`config.mk`:
```
export PLATFORM = sky130hd
export DESIGN_NAME = elementary_cellular_automaton_row_top
export DESIGN_NICKNAME = d
export VERILOG_FILES = /design/src/rtl/ecar_pkg.sv /design/src/rtl/ecar_row_mem.sv /design/src/rtl/ecar_word_calc.sv /design/src/rtl/elementary_cellular_automaton_row_top.sv
export SDC_FILE = /design/constraint.sdc
export NUM_CORES = 1
export LEC_CHECK = 0
export BUFFER_PORTS_ARGS = -buffer_cell sky130_fd_sc_hd__buf_2
export CORE_ASPECT_RATIO = 0.6
export CORE_MARGIN = 10
export CORE_UTILIZATION = 40
export DETAILED_ROUTE_END_ITERATION = 7
export GPL_ROUTABILITY_DRIVEN = 0
export MAX_ROUTING_LAYER = met4
export SYNTH_ARGS = -nofsm -noshare
export SYNTH_HDL_FRONTEND = slang
export SYNTH_SLANG_ARGS = --single-unit
```
`constraint.sdc`:
```
create_clock -name i_clk -period 19.91 [get_ports i_clk]
set_input_delay 0.9955 -clock i_clk [delete_from_list [all_inputs] [get_ports i_clk]]
set_output_delay 0.9955 -clock i_clk [all_outputs]
set_load 0.01 [all_outputs]
```
`src/rtl/ecar_pkg.sv`:
```
`default_nettype none

package ecar_pkg;

    localparam int NUM_CELLS_DEF = 128;
    localparam int WORD_BITS_DEF = 64;

    localparam logic [7:0] RULE_RESET  = 8'd200;
    localparam logic [7:0] CELLS_RESET = 8'd100;
    localparam int         MIN_CELLS   = 3;

    // fixed stream and register port widths
    localparam int DATA_BITS     = 64;
    localparam int IDX_BITS      = 4;
    localparam int TDATA_BITS    = 72;
    localparam int CFG_ADDR_BITS = 1;
    localparam int CFG_DATA_BITS = 8;

    localparam logic REQ_LOAD = 1'b0;
    localparam logic REQ_STEP = 1'b1;

    localparam logic [CFG_ADDR_BITS-1:0] CFG_RULE  = 1'd0;
    localparam logic [CFG_ADDR_BITS-1:0] CFG_CELLS = 1'd1;

    // boundary cells and rule handed to the word update
    typedef struct packed {
        logic [7:0] rule;
        logic       first_cell;
        logic       wrap_cell;
        logic       prev_last;
        logic       next_first;
    } t_calc_ctl;

endpackage

`default_nettype wire

```
`src/rtl/ecar_row_mem.sv`:
```
`default_nettype none

module ecar_row_mem #(
    parameter int NUM_WORDS = 2,
    parameter int WORD_BITS = ecar_pkg::WORD_BITS_DEF,
    parameter int AW        = 1
) (
    input  wire logic                 i_clk,
    input  wire logic                 i_rst_n,
    input  wire logic                 i_we,
    input  wire logic [AW-1:0]        i_waddr,
    input  wire logic [WORD_BITS-1:0] i_wdata,
    input  wire logic [AW-1:0]        i_raddr,
    output logic      [WORD_BITS-1:0] o_rdata
);

    logic [WORD_BITS-1:0] r_mem [NUM_WORDS];
    logic [NUM_WORDS-1:0] r_valid;
    logic [WORD_BITS-1:0] r_rdata;
    logic                 r_rvalid;

    always_ff @(posedge i_clk) begin
        if (i_we) begin
            r_mem[i_waddr] <= i_wdata;
        end
        r_rdata <= r_mem[i_raddr];
    end

    // a word never written reads as all zeros
    always_ff @(posedge i_clk) begin
        if (!i_rst_n) begin
            r_valid  <= '0;
            r_rvalid <= 1'b0;
        end else begin
            if (i_we) begin
                r_valid[i_waddr] <= 1'b1;
            end
            r_rvalid <= r_valid[i_raddr];
        end
    end

    assign o_rdata = r_rvalid ? r_rdata : '0;

endmodule

`default_nettype wire

```
`src/rtl/ecar_word_calc.sv`:
```
`default_nettype none

module ecar_word_calc #(
    parameter int WORD_BITS = ecar_pkg::WORD_BITS_DEF,
    parameter int XW        = 8
) (
    input  wire logic [WORD_BITS-1:0] i_cur,
    input  wire logic [XW-1:0]        i_base,
    input  wire logic [XW-1:0]        i_count,
    input  wire ecar_pkg::t_calc_ctl  i_ctl,
    output logic      [WORD_BITS-1:0] o_next
);

    logic [WORD_BITS-1:0] left_vec;
    logic [WORD_BITS-1:0] right_vec;

    assign left_vec  = {i_cur[WORD_BITS-2:0], i_ctl.prev_last};
    assign right_vec = {i_ctl.next_first, i_cur[WORD_BITS-1:1]};

    always_comb begin
        logic [XW-1:0] pos;
        logic          l;
        logic          r;
        logic [2:0]    k;
        o_next = '0;
        for (int j = 0; j < WORD_BITS; j++) begin
            pos = i_base + XW'(j);
            l = (pos == '0) ? i_ctl.wrap_cell : left_vec[j];
            r = (pos == i_count - XW'(1)) ? i_ctl.first_cell : right_vec[j];
            k = {l, i_cur[j], r};
            o_next[j] = (pos < i_count) ? i_ctl.rule[k] : 1'b0;
        end
    end

endmodule

`default_nettype wire

```
`src/rtl/elementary_cellular_automaton_row_top.sv`:
```
`default_nettype none

// Circular row of one-bit cells advanced by an 8-bit rule number. The row is held
// as NUM_CELLS/WORD_BITS packed words in a single-port-write, registered-read
// memory. A load request (tuser 0) writes one word and returns nothing.
// A step request (tuser 1) first sweeps the memory once to pick up the wrap cells,
// then updates one word per cycle in place and sends it out, while the output
// side is ready. Reset clears a valid bit per word; no clearing pass.
// Configuration should be written only while no request is in flight.

module elementary_cellular_automaton_row_top #(
    parameter int NUM_CELLS = ecar_pkg::NUM_CELLS_DEF,
    parameter int WORD_BITS = ecar_pkg::WORD_BITS_DEF
) (
    input  wire logic                                 i_clk,
    input  wire logic                                 i_rst_n,
    input  wire logic                                 i_s_tvalid,
    output logic                                      o_s_tready,
    // word_index [3:0], word_data [67:4]
    input  wire logic [ecar_pkg::TDATA_BITS-1:0]      i_s_tdata,
    // req_type
    input  wire logic                                 i_s_tuser,
    output logic                                      o_m_tvalid,
    input  wire logic                                 i_m_tready,
    // row_word [63:0], out_word_index [67:64]
    output logic      [ecar_pkg::TDATA_BITS-1:0]      o_m_tdata,
    output logic                                      o_m_tlast,
    input  wire logic                                 i_cfg_we,
    input  wire logic [ecar_pkg::CFG_ADDR_BITS-1:0]   i_cfg_addr,
    input  wire logic [ecar_pkg::CFG_DATA_BITS-1:0]   i_cfg_data
);

    localparam int NUM_WORDS = (NUM_CELLS + WORD_BITS - 1) / WORD_BITS;
    localparam int AW        = (NUM_WORDS > 1) ? $clog2(NUM_WORDS) : 1;
    localparam int XW        = $clog2(NUM_WORDS * WORD_BITS + 1);
    localparam int NW        = (XW > 8) ? XW : 8;
    localparam int JW        = $clog2(WORD_BITS);
    localparam int LAST_BITS = NUM_CELLS - (NUM_WORDS - 1) * WORD_BITS;
    localparam logic [WORD_BITS-1:0] LAST_MASK = {WORD_BITS{1'b1}} >> (WORD_BITS - LAST_BITS);
    localparam logic [AW-1:0] LAST_WORD = AW'(NUM_WORDS - 1);
    localparam int IDX_W     = ecar_pkg::IDX_BITS;

    typedef enum logic [1:0] {
        S_IDLE,
        S_SCAN,
        S_FIRST,
        S_CALC
    } t_state;

    t_state                r_state;
    logic [7:0]            r_rule;
    logic [7:0]            r_cells;
    logic [AW-1:0]         r_w;
    logic [XW-1:0]         r_base;
    logic [WORD_BITS-1:0]  r_cur;
    logic                  r_prev_last;
    logic                  r_first_cell;
    logic                  r_wrap_cell;
    logic                  r_out_valid;
    logic [WORD_BITS-1:0]  r_out_word;
    logic [IDX_W-1:0]      r_out_idx;
    logic                  r_out_last;

    logic                  s_accept;
    logic                  out_free;
    logic [NW-1:0]         cells_ext;
    logic [XW-1:0]         count;
    logic [XW-1:0]         last_pos;
    logic [XW-1:0]         in_idx_ext;
    logic [WORD_BITS-1:0]  in_word;
    logic                  mem_we;
    logic [AW-1:0]         mem_waddr;
    logic [WORD_BITS-1:0]  mem_wdata;
    logic [AW-1:0]         mem_raddr;
    logic [WORD_BITS-1:0]  rd_word;
    logic [WORD_BITS-1:0]  new_word;
    logic [AW+1:0]         addr_p1;
    logic [AW+1:0]         addr_p2;
    logic [AW-1:0]         sat_p1;
    logic [AW-1:0]         sat_p2;
    logic                  wrap_hit;
    logic [JW-1:0]         wrap_bit;
    logic [AW+IDX_W-1:0]   w_ext;
    ecar_pkg::t_calc_ctl   calc_ctl;

    assign o_s_tready = (r_state == S_IDLE);
    assign s_accept   = i_s_tvalid && o_s_tready;
    assign out_free   = !r_out_valid || i_m_tready;

    // active cell count, clamped to the legal range
    assign cells_ext = NW'(r_cells);
    always_comb begin
        if (cells_ext < NW'(ecar_pkg::MIN_CELLS)) begin
            count = XW'(ecar_pkg::MIN_CELLS);
        end else if (cells_ext > NW'(NUM_CELLS)) begin
            count = XW'(NUM_CELLS);
        end else begin
            count = XW'(cells_ext);
        end
    end
    assign last_pos = count - XW'(1);

    // load path: drop words past the row and bits past the last cell
    assign in_idx_ext = XW'(i_s_tdata[ecar_pkg::IDX_BITS-1:0]);
    assign in_word    = i_s_tdata[ecar_pkg::IDX_BITS +: WORD_BITS];

    assign addr_p1 = (AW+2)'(r_w) + (AW+2)'(1);
    assign addr_p2 = (AW+2)'(r_w) + (AW+2)'(2);
    assign sat_p1  = (addr_p1 < (AW+2)'(NUM_WORDS)) ? addr_p1[AW-1:0] : '0;
    assign sat_p2  = (addr_p2 < (AW+2)'(NUM_WORDS)) ? addr_p2[AW-1:0] : '0;

    assign wrap_hit = (last_pos >= r_base) && (last_pos < r_base + XW'(WORD_BITS));
    assign wrap_bit = JW'(last_pos - r_base);

    always_comb begin
        mem_we    = 1'b0;
        mem_waddr = r_w;
        mem_wdata = new_word;
        mem_raddr = '0;
        case (r_state)
            S_IDLE: begin
                mem_waddr = AW'(i_s_tdata[ecar_pkg::IDX_BITS-1:0]);
                mem_wdata = (mem_waddr == LAST_WORD) ? (in_word & LAST_MASK) : in_word;
                mem_we    = s_accept && (i_s_tuser == ecar_pkg::REQ_LOAD)
                            && (in_idx_ext < XW'(NUM_WORDS));
            end
            S_SCAN: begin
                mem_raddr = (r_w == LAST_WORD) ? '0 : sat_p1;
            end
            S_FIRST: begin
                mem_raddr = sat_p1;
            end
            S_CALC: begin
                mem_we    = out_free;
                mem_raddr = out_free ? sat_p2 : sat_p1;
            end
            default: begin
                mem_raddr = '0;
            end
        endcase
    end

    ecar_row_mem #(
        .NUM_WORDS (NUM_WORDS),
        .WORD_BITS (WORD_BITS),
        .AW        (AW)
    ) u_mem (
        .i_clk   (i_clk),
        .i_rst_n (i_rst_n),
        .i_we    (mem_we),
        .i_waddr (mem_waddr),
        .i_wdata (mem_wdata),
        .i_raddr (mem_raddr),
        .o_rdata (rd_word)
    );

    assign calc_ctl.rule       = r_rule;
    assign calc_ctl.first_cell = r_first_cell;
    assign calc_ctl.wrap_cell  = r_wrap_cell;
    assign calc_ctl.prev_last  = r_prev_last;
    assign calc_ctl.next_first = rd_word[0];

    ecar_word_calc #(
        .WORD_BITS (WORD_BITS),
        .XW        (XW)
    ) u_calc (
        .i_cur   (r_cur),
        .i_base  (r_base),
        .i_count (count),
        .i_ctl   (calc_ctl),
        .o_next  (new_word)
    );

    assign w_ext = (AW+IDX_W)'(r_w);

    always_ff @(posedge i_clk) begin
        if (!i_rst_n) begin
            r_state     <= S_IDLE;
            r_rule      <= ecar_pkg::RULE_RESET;
            r_cells     <= ecar_pkg::CELLS_RESET;
            r_out_valid <= 1'b0;
            r_w         <= '0;
            r_base      <= '0;
        end else begin
            if (i_cfg_we) begin
                if (i_cfg_addr == ecar_pkg::CFG_RULE) begin
                    r_rule <= i_cfg_data;
                end else if (i_cfg_addr == ecar_pkg::CFG_CELLS) begin
                    r_cells <= i_cfg_data;
                end
            end
            // the word update refills the output register itself
            if (r_out_valid && i_m_tready && (r_state != S_CALC)) begin
                r_out_valid <= 1'b0;
            end
            case (r_state)
                S_IDLE: begin
                    if (s_accept && (i_s_tuser == ecar_pkg::REQ_STEP)) begin
                        r_w     <= '0;
                        r_base  <= '0;
                        r_state <= S_SCAN;
                    end
                end
                S_SCAN: begin
                    // sweep the old row for cell zero and the cell at the wrap point
                    if (r_w == '0) begin
                        r_first_cell <= rd_word[0];
                    end
                    if (wrap_hit) begin
                        r_wrap_cell <= rd_word[wrap_bit];
                    end
                    if (r_w == LAST_WORD) begin
                        r_w     <= '0;
                        r_base  <= '0;
                        r_state <= S_FIRST;
                    end else begin
                        r_w    <= r_w + AW'(1);
                        r_base <= r_base + XW'(WORD_BITS);
                    end
                end
                S_FIRST: begin
                    r_cur   <= rd_word;
                    r_state <= S_CALC;
                end
                S_CALC: begin
                    if (out_free) begin
                        r_out_valid <= 1'b1;
                        r_out_word  <= new_word;
                        r_out_idx   <= w_ext[IDX_W-1:0];
                        r_out_last  <= (r_w == LAST_WORD);
                        r_prev_last <= r_cur[WORD_BITS-1];
                        r_cur       <= rd_word;
                        r_base      <= r_base + XW'(WORD_BITS);
                        if (r_w == LAST_WORD) begin
                            r_w     <= '0;
                            r_state <= S_IDLE;
                        end else begin
                            r_w <= r_w + AW'(1);
                        end
                    end
                end
                default: begin
                    r_state <= S_IDLE;
                end
            endcase
        end
    end

    assign o_m_tvalid = r_out_valid;
    assign o_m_tlast  = r_out_last;
    assign o_m_tdata  = {{(ecar_pkg::TDATA_BITS - ecar_pkg::DATA_BITS - IDX_W){1'b0}},
                         r_out_idx,
                         ecar_pkg::DATA_BITS'(r_out_word)};

endmodule

`default_nettype wire

```
Word level (Yosys, flattened, before mapping):

Memories as Yosys holds them, arrays and structs flattened. A register that Yosys moved wholly into a read port is not among the register bits.
Index checks and enable logic that the tools add are counted.

* add/sub/neg operators: 69
* multiply operators: 0
* div/mod/pow operators: 0
* magnitude comparators: 139
* equal/unequal tests: 72
* shift-type cells: 0
* muxes and demuxes: 357
* bitwise logic cells: 4
* reduce and logical (&&, ||, !) cells: 85

Operators by type and width (number)
* $lt A8 B8 Y1: 65
* $eq A8 B8 Y1: 64
* $logic_not A8 Y1: 64
* $mux W1: 273
* $add A8 B6 Y8 const B: 32
* $lt A3 B4 Y1 const B: 64
* $bmux W1 S3: 64
* $mux W64: 3
* $add A8 B5 Y8 const B: 16
* $pmux W64 S2: 1
* $add A8 B4 Y8 const B: 8
* $mux W8: 5
* $add A8 B3 Y8 const B: 4
* $pmux W8 S3: 1
* $add A8 B2 Y8 const B: 2
* $reduce_and A3 Y1: 5
* $add A8 B1 Y8 const B: 1
* $add A8 B7 Y8 const B: 1
* $ge A8 B8 Y1: 1
* $gt A8 B8 Y1 const B: 1
* $logic_and A1 B1 Y1: 8
* $lt A8 B2 Y1 const B: 1
* $mux W2: 4
* $ne A2 B2 Y1 const B: 4
* other kinds (28): 34

* register bits: 163
* latch bits: 0
* memory bits (writable): 128
* memory bits (read-only): 0
* bits of input ports: 87
* output and inout bits: 75
* logic and storage cells: 741
* memories kept: 1

Memory list
* u_mem.r_mem: depth 2, bits a word 64, read ports 1, clocked after Yosys merged registers in 1, write ports 1, RTL line ecar_row_mem.sv:17 `logic [WORD_BITS-1:0] r_mem [NUM_WORDS];`

Depth between registers and ports, before layout:

* word-level depth: 10
* depth in mapped cells: 20
* mapped depth without buffers: 15

By module:

A second synthesis with hierarchy kept.

* cells, all modules: 3168
* area total of the unflattened synthesis: 32874.0 µm²

Modules (own cells, without submodules)
* ecar_word_calc: times used 1, cells an instance 2403, area an instance 19527.5 µm², sequential area each 0.0 µm²
* elementary_cellular_automaton_row_top: times used 1, cells an instance 423, area an instance 6713.9 µm², sequential area each 4404.2 µm²
* ecar_row_mem: times used 1, cells an instance 342, area an instance 6632.6 µm², sequential area each 5185.0 µm²

Worst setup path after synthesis:

OpenSTA, ideal clock, no wires.

* kind: input to register
* from: input port i_s_tuser
* to: memory u_mem.r_mem[0][0] (netlist bit), enable pin
* setup time: 0.581 ns
* arrival time: 6.162 ns
* path slack: 13.168 ns
* stages: 3
* path buffers: 0
* cell sequence: nor4_1 > a32oi_1 > nor3b_1

* cells in the longest elaborated chain, start to end: 6

Ends and longest elaborated chain
* start, declared: RTL line elementary_cellular_automaton_row_top.sv:22 `input wire logic i_s_tuser,`
* $not A1 Y1: RTL line elementary_cellular_automaton_row_top.sv:124 `mem_we = s_accept && (i_s_tuser == ecar_pkg::REQ_LOAD)`
* $logic_and A1 B1 Y1: RTL line elementary_cellular_automaton_row_top.sv:124
* $logic_and A1 B1 Y1: RTL line elementary_cellular_automaton_row_top.sv:125 `&& (in_idx_ext < XW'(NUM_WORDS));`
* $pmux W1 S2: RTL line elementary_cellular_automaton_row_top.sv:120 `case (r_state)`
* $mux W1: RTL line ecar_row_mem.sv:23 `if (i_we) begin`
* $mux W1 (implied by the code): RTL line ecar_row_mem.sv:24 `r_mem[i_waddr] <= i_wdata;`
* end, declared: RTL line ecar_row_mem.sv:17

Every way passes these cells.

Final worst setup path:

* from: register r_cells[2], in the netlist cells_ext[2]
* to: memory u_mem.r_mem[0][53] (netlist bit), data pin

* cells in the longest elaborated chain, start to end: 10
* elaborated cells on any way between the ends: 12

Ends and longest elaborated chain
* start, declared: RTL line elementary_cellular_automaton_row_top.sv:52 `logic [7:0] r_cells;`
* start signal, assigned: RTL line elementary_cellular_automaton_row_top.sv:180 `r_cells <= ecar_pkg::CELLS_RESET;`
* start signal, assigned: RTL line elementary_cellular_automaton_row_top.sv:189 `r_cells <= i_cfg_data;`
* $gt A8 B8 Y1: RTL line elementary_cellular_automaton_row_top.sv:95 `end else if (cells_ext > NW'(NUM_CELLS)) begin`
* $mux W8: RTL line elementary_cellular_automaton_row_top.sv:95
* $mux W8 *: RTL line elementary_cellular_automaton_row_top.sv:93 `if (cells_ext < NW'(ecar_pkg::MIN_CELLS)) begin`
* $sub A8 B1 Y8: RTL line ecar_word_calc.sv:29 `r = (pos == i_count - XW'(1)) ? i_ctl.first_cell : right_vec[j];`
* $eq A8 B8 Y1: RTL line ecar_word_calc.sv:29
* $mux W1: RTL line ecar_word_calc.sv:29
* $bmux W1 S3: RTL line ecar_word_calc.sv:31 `o_next[j] = (pos < i_count) ? i_ctl.rule[k] : 1'b0;`
* $mux W1 (implied by the code): RTL line ecar_word_calc.sv:31
* $mux W1 *: RTL line ecar_word_calc.sv:31
* $mux W64 *: RTL line elementary_cellular_automaton_row_top.sv:120
* via mem_wdata[53]: RTL line elementary_cellular_automaton_row_top.sv:73 `logic [WORD_BITS-1:0] mem_wdata;`

The timed path passes the listed nets; every way through them passes the cells marked *. The select of a mux whose other input is x is not followed.

==> results.json <==
{
  "r2r-start": "cells_ext[2]$_SDFFE_PN1P_",
  "fin_nets": 2330,
  "holdWs_ns": 0.4669,
  "fin_tns_setup_ns": 0,
  "vias": 19532,
  "dr_wl_met2_um": 33070,
  "fin_cells": 3006,
  "cts_made_buffers": 35,
  "worst_slack_ns": 12.96,
  "clock_sinks": 349,
  "cp-end-kind": "register",
  "cts_tree": "done",
  "hold_violations": 0,
  "final_core_util_pct": 44.59,
  "cap_violations": 1,
  "grtUsageTotal_pct": 25.04,
  "hp-class": "reg2reg",
  "wl_met3_um": 12320,
  "post_cts_buffers": 0,
  "avgSynthCellArea_um2": 10.28,
  "grt_first_pass_wirelength_um": 123700,
  "ant_nets": 0,
  "total_leakage_power_nw": 9.214,
  "violations": "DRC, capacitance limit, slew limit",
  "layout_commonest_cell": "edfxtp_1",
  "io_buffers": 150,
  "crit_arrival_ns": 7.20,
  "fmax_mhz": 144.0,
  "syn_to_final_growth_pct": 10.44,
  "critPathLaunch": "cells_ext[2]$_SDFFE_PN1P_",
  "dp_hpwl_um": 59300,
  "antenna_found_initial": 2,
  "syn_area_um2": 22470,
  "synth_seq_cells": 349,
  "drt_first_pass_iters": 8,
  "fp.coreArea_um2": 55660,
  "worstSetupPathType": "reg2reg",
  "fillCellCount": 5370,
  "grt_pass1_vias": 18662,
  "drtIter0Drc": 3018,
  "path_clk_slew_ns": 0.07,
  "outcome": "complete, but fails checks",
  "fin_crit_sh_pct": 34.89,
  "drive_above_1_share_pct": 21.96,
  "fin_crit_ns": 6.946,
  "startpoint_type": "register",
  "yosysWarnings": 0,
  "drc": 4,
  "slew-limit-headroom_pct": -2.447,
  "clock_path_buffers": 3,
  "hold_start": "u_mem.r_mem[1][3]$_DFFE_PP_",
  "dp_slack_ns": 13.42,
  "dp.cells": 2942,
  "rsz0062_at_grt": "no",
  "syn_inst": 2187,
  "ys_types": 116,
  "tightest_slew_ns": 1.521,
  "total_power_mw": 2.501,
  "required_ns": 20.16,
  "synth_edf_count": 260,
  "wire_per_inst_um": 28.26,
  "place_area_um2": 23690,
  "power.density_nw_per_um2": 100.8,
  "dieArea_um2": 66370,
  "final-setup-viol-count": 0,
  "ios": 162,
  "root_buffer": "clkbuf_16",
  "final_cell_mix": "edfxtp_1 (260), nand2_1 (196), nor2_1 (178)",
  "rows": 67,
  "async_flop_share_pct": 0,
  "ir_worst_vdd_mv": 0.04803,
  "synthFlopType": "edfxtp_1",
  "viasPerCell": 6.498,
  "cts.hold.buffers_added": 0,
  "drv_slew": 5,
  "m1WireLength_um": 35770,
  "fin_skew_ns": 0.01401,
  "die_h_um": 203.6,
  "post-route-cell-area_um2": 24820,
  "die_x_um": 326,
  "drt_wl_total_um": 84940,
  "yosysSeqAreaShare_pct": 42.67,
  "ctsResizeCount": 0,
  "path_max_fanout": 22,
  "grt_max_degree": 67,
  "grt-ovfl-total": 0,
  "htreeDepth": 2,
  "initial_utilization_pct": 40.37,
  "clock_latency_ns": 0.55,
  "top_layer": "met4"
}
final cells by class:
cell class | instances | area, µm² | area share (%)
multi-input cells | 1592 | 11890 | 47.89
flip-flops and latches | 349 | 9597 | 38.67
repair buffers | 192 | 1066 | 4.295
clock buffers | 46 | 978.4 | 3.942
well taps | 759 | 949.7 | 3.826
inverters | 50 | 187.7 | 0.7562
clock inverters | 16 | 148.9 | 0.5999
diodes | 2 | 5.005 | 0.02017
cell families after synthesis:
kind of cell             share of synthesized area [%]
adder cells (fa/ha/maj)                          1.281
AND/OR/NAND/NOR                                  17.54
other                                          0.01669
XOR/XNOR                                        0.1504
buffers and inverters                            4.855
AO/OA/AOI/OAI                                    15.97
flip-flops                                       42.67
multiplexers                                     17.51
where the power goes:
part / internal [mW] / switching, mW / leakage [nW]
combinational: 0.292 / 0.550 / 5.52
clock: 0.375 / 0.297 / 0.559
sequential: 0.921 / 0.0649 / 3.14
total: 1.59 / 0.912 / 9.21
state kept, by name (all words and copies together) (netlist names):
signal	flops
cells_ext	8
o_m_tvalid	1
r_base	2
r_cur	64
r_first_cell	1
r_out_idx	1
r_out_word	64
r_prev_last	1
r_rule	8
r_state	2
r_w	1
r_wrap_cell	1
u_mem.r_mem	128
u_mem.r_rdata	64
u_mem.r_rvalid	1
u_mem.r_valid	2
critical path: stages (launching register included):
cell      delay [ns]
dfxtp_1         0.86
or2_2           0.30
nor2_1          0.07
o21ai_0         0.62
ha_1            0.80
nor4b_1         0.29
o21ai_0         0.17
ha_1            0.34
nor2b_1         0.13
buf_4           0.23
nand2_1         0.50
nor3_2          0.64
nand3_1         0.19
mux2i_1         0.40
mux2i_1         0.13
o311ai_0        0.78
o31ai_1         0.18
cells in the mapped netlist, types with 13 or more instances:
master | count | area, µm²
and2_1 | 85 | 531.8
nand4_1 | 29 | 181.4
a21oi_1 | 51 | 255.2
a31o_2 | 14 | 122.6
dfxtp_1 | 89 | 1782
nor3_1 | 45 | 225.2
and3_1 | 16 | 100.1
inv_1 | 49 | 183.9
a31oi_1 | 15 | 93.84
o21ai_0 | 71 | 355.3
a2111oi_0 | 19 | 166.4
buf_2 | 20 | 100.1
nor4_1 | 13 | 81.33
mux2_2 | 107 | 1205
buf_4 | 16 | 120.1
nand2_1 | 196 | 735.7
mux2i_1 | 167 | 1672
ha_1 | 23 | 287.8
mux4_2 | 40 | 900.9
o41ai_1 | 15 | 131.4
nand2b_1 | 37 | 231.5
a211oi_1 | 17 | 127.6
clkbuf_1 | 152 | 570.6
nor2b_1 | 32 | 200.2
nor2_1 | 179 | 671.9
edfxtp_1 | 260 | 7807
o31ai_1 | 34 | 255.2
nand3_1 | 48 | 240.2
o211ai_1 | 25 | 187.7
o22ai_1 | 21 | 131.4
a21boi_0 | 15 | 112.6
path summary, 6_finish.rpt:
check | slack (ns) | cells after the start | endpoint
hold reg to reg | 0.47 | 1 | u_mem.r_rdata[3]$_DFF_P_
hold / removal | 0.47 | 1 | u_mem.r_rdata[3]$_DFF_P_
setup / recovery | 12.96 | 16 | u_mem.r_mem[0][53]$_DFFE_PP_
setup reg to reg | 12.96 | 16 | u_mem.r_mem[0][53]$_DFFE_PP_
metal layers:
metal / vias to the layer above / global-route usage (%)
met2: 1413 / 33.26
met3: 296 / 9.895
met5: - / -
met4: 0 / 8.884
li1: 8314 / -
met1: 9509 / 33.82
Power figures use the tool's default switching activity.
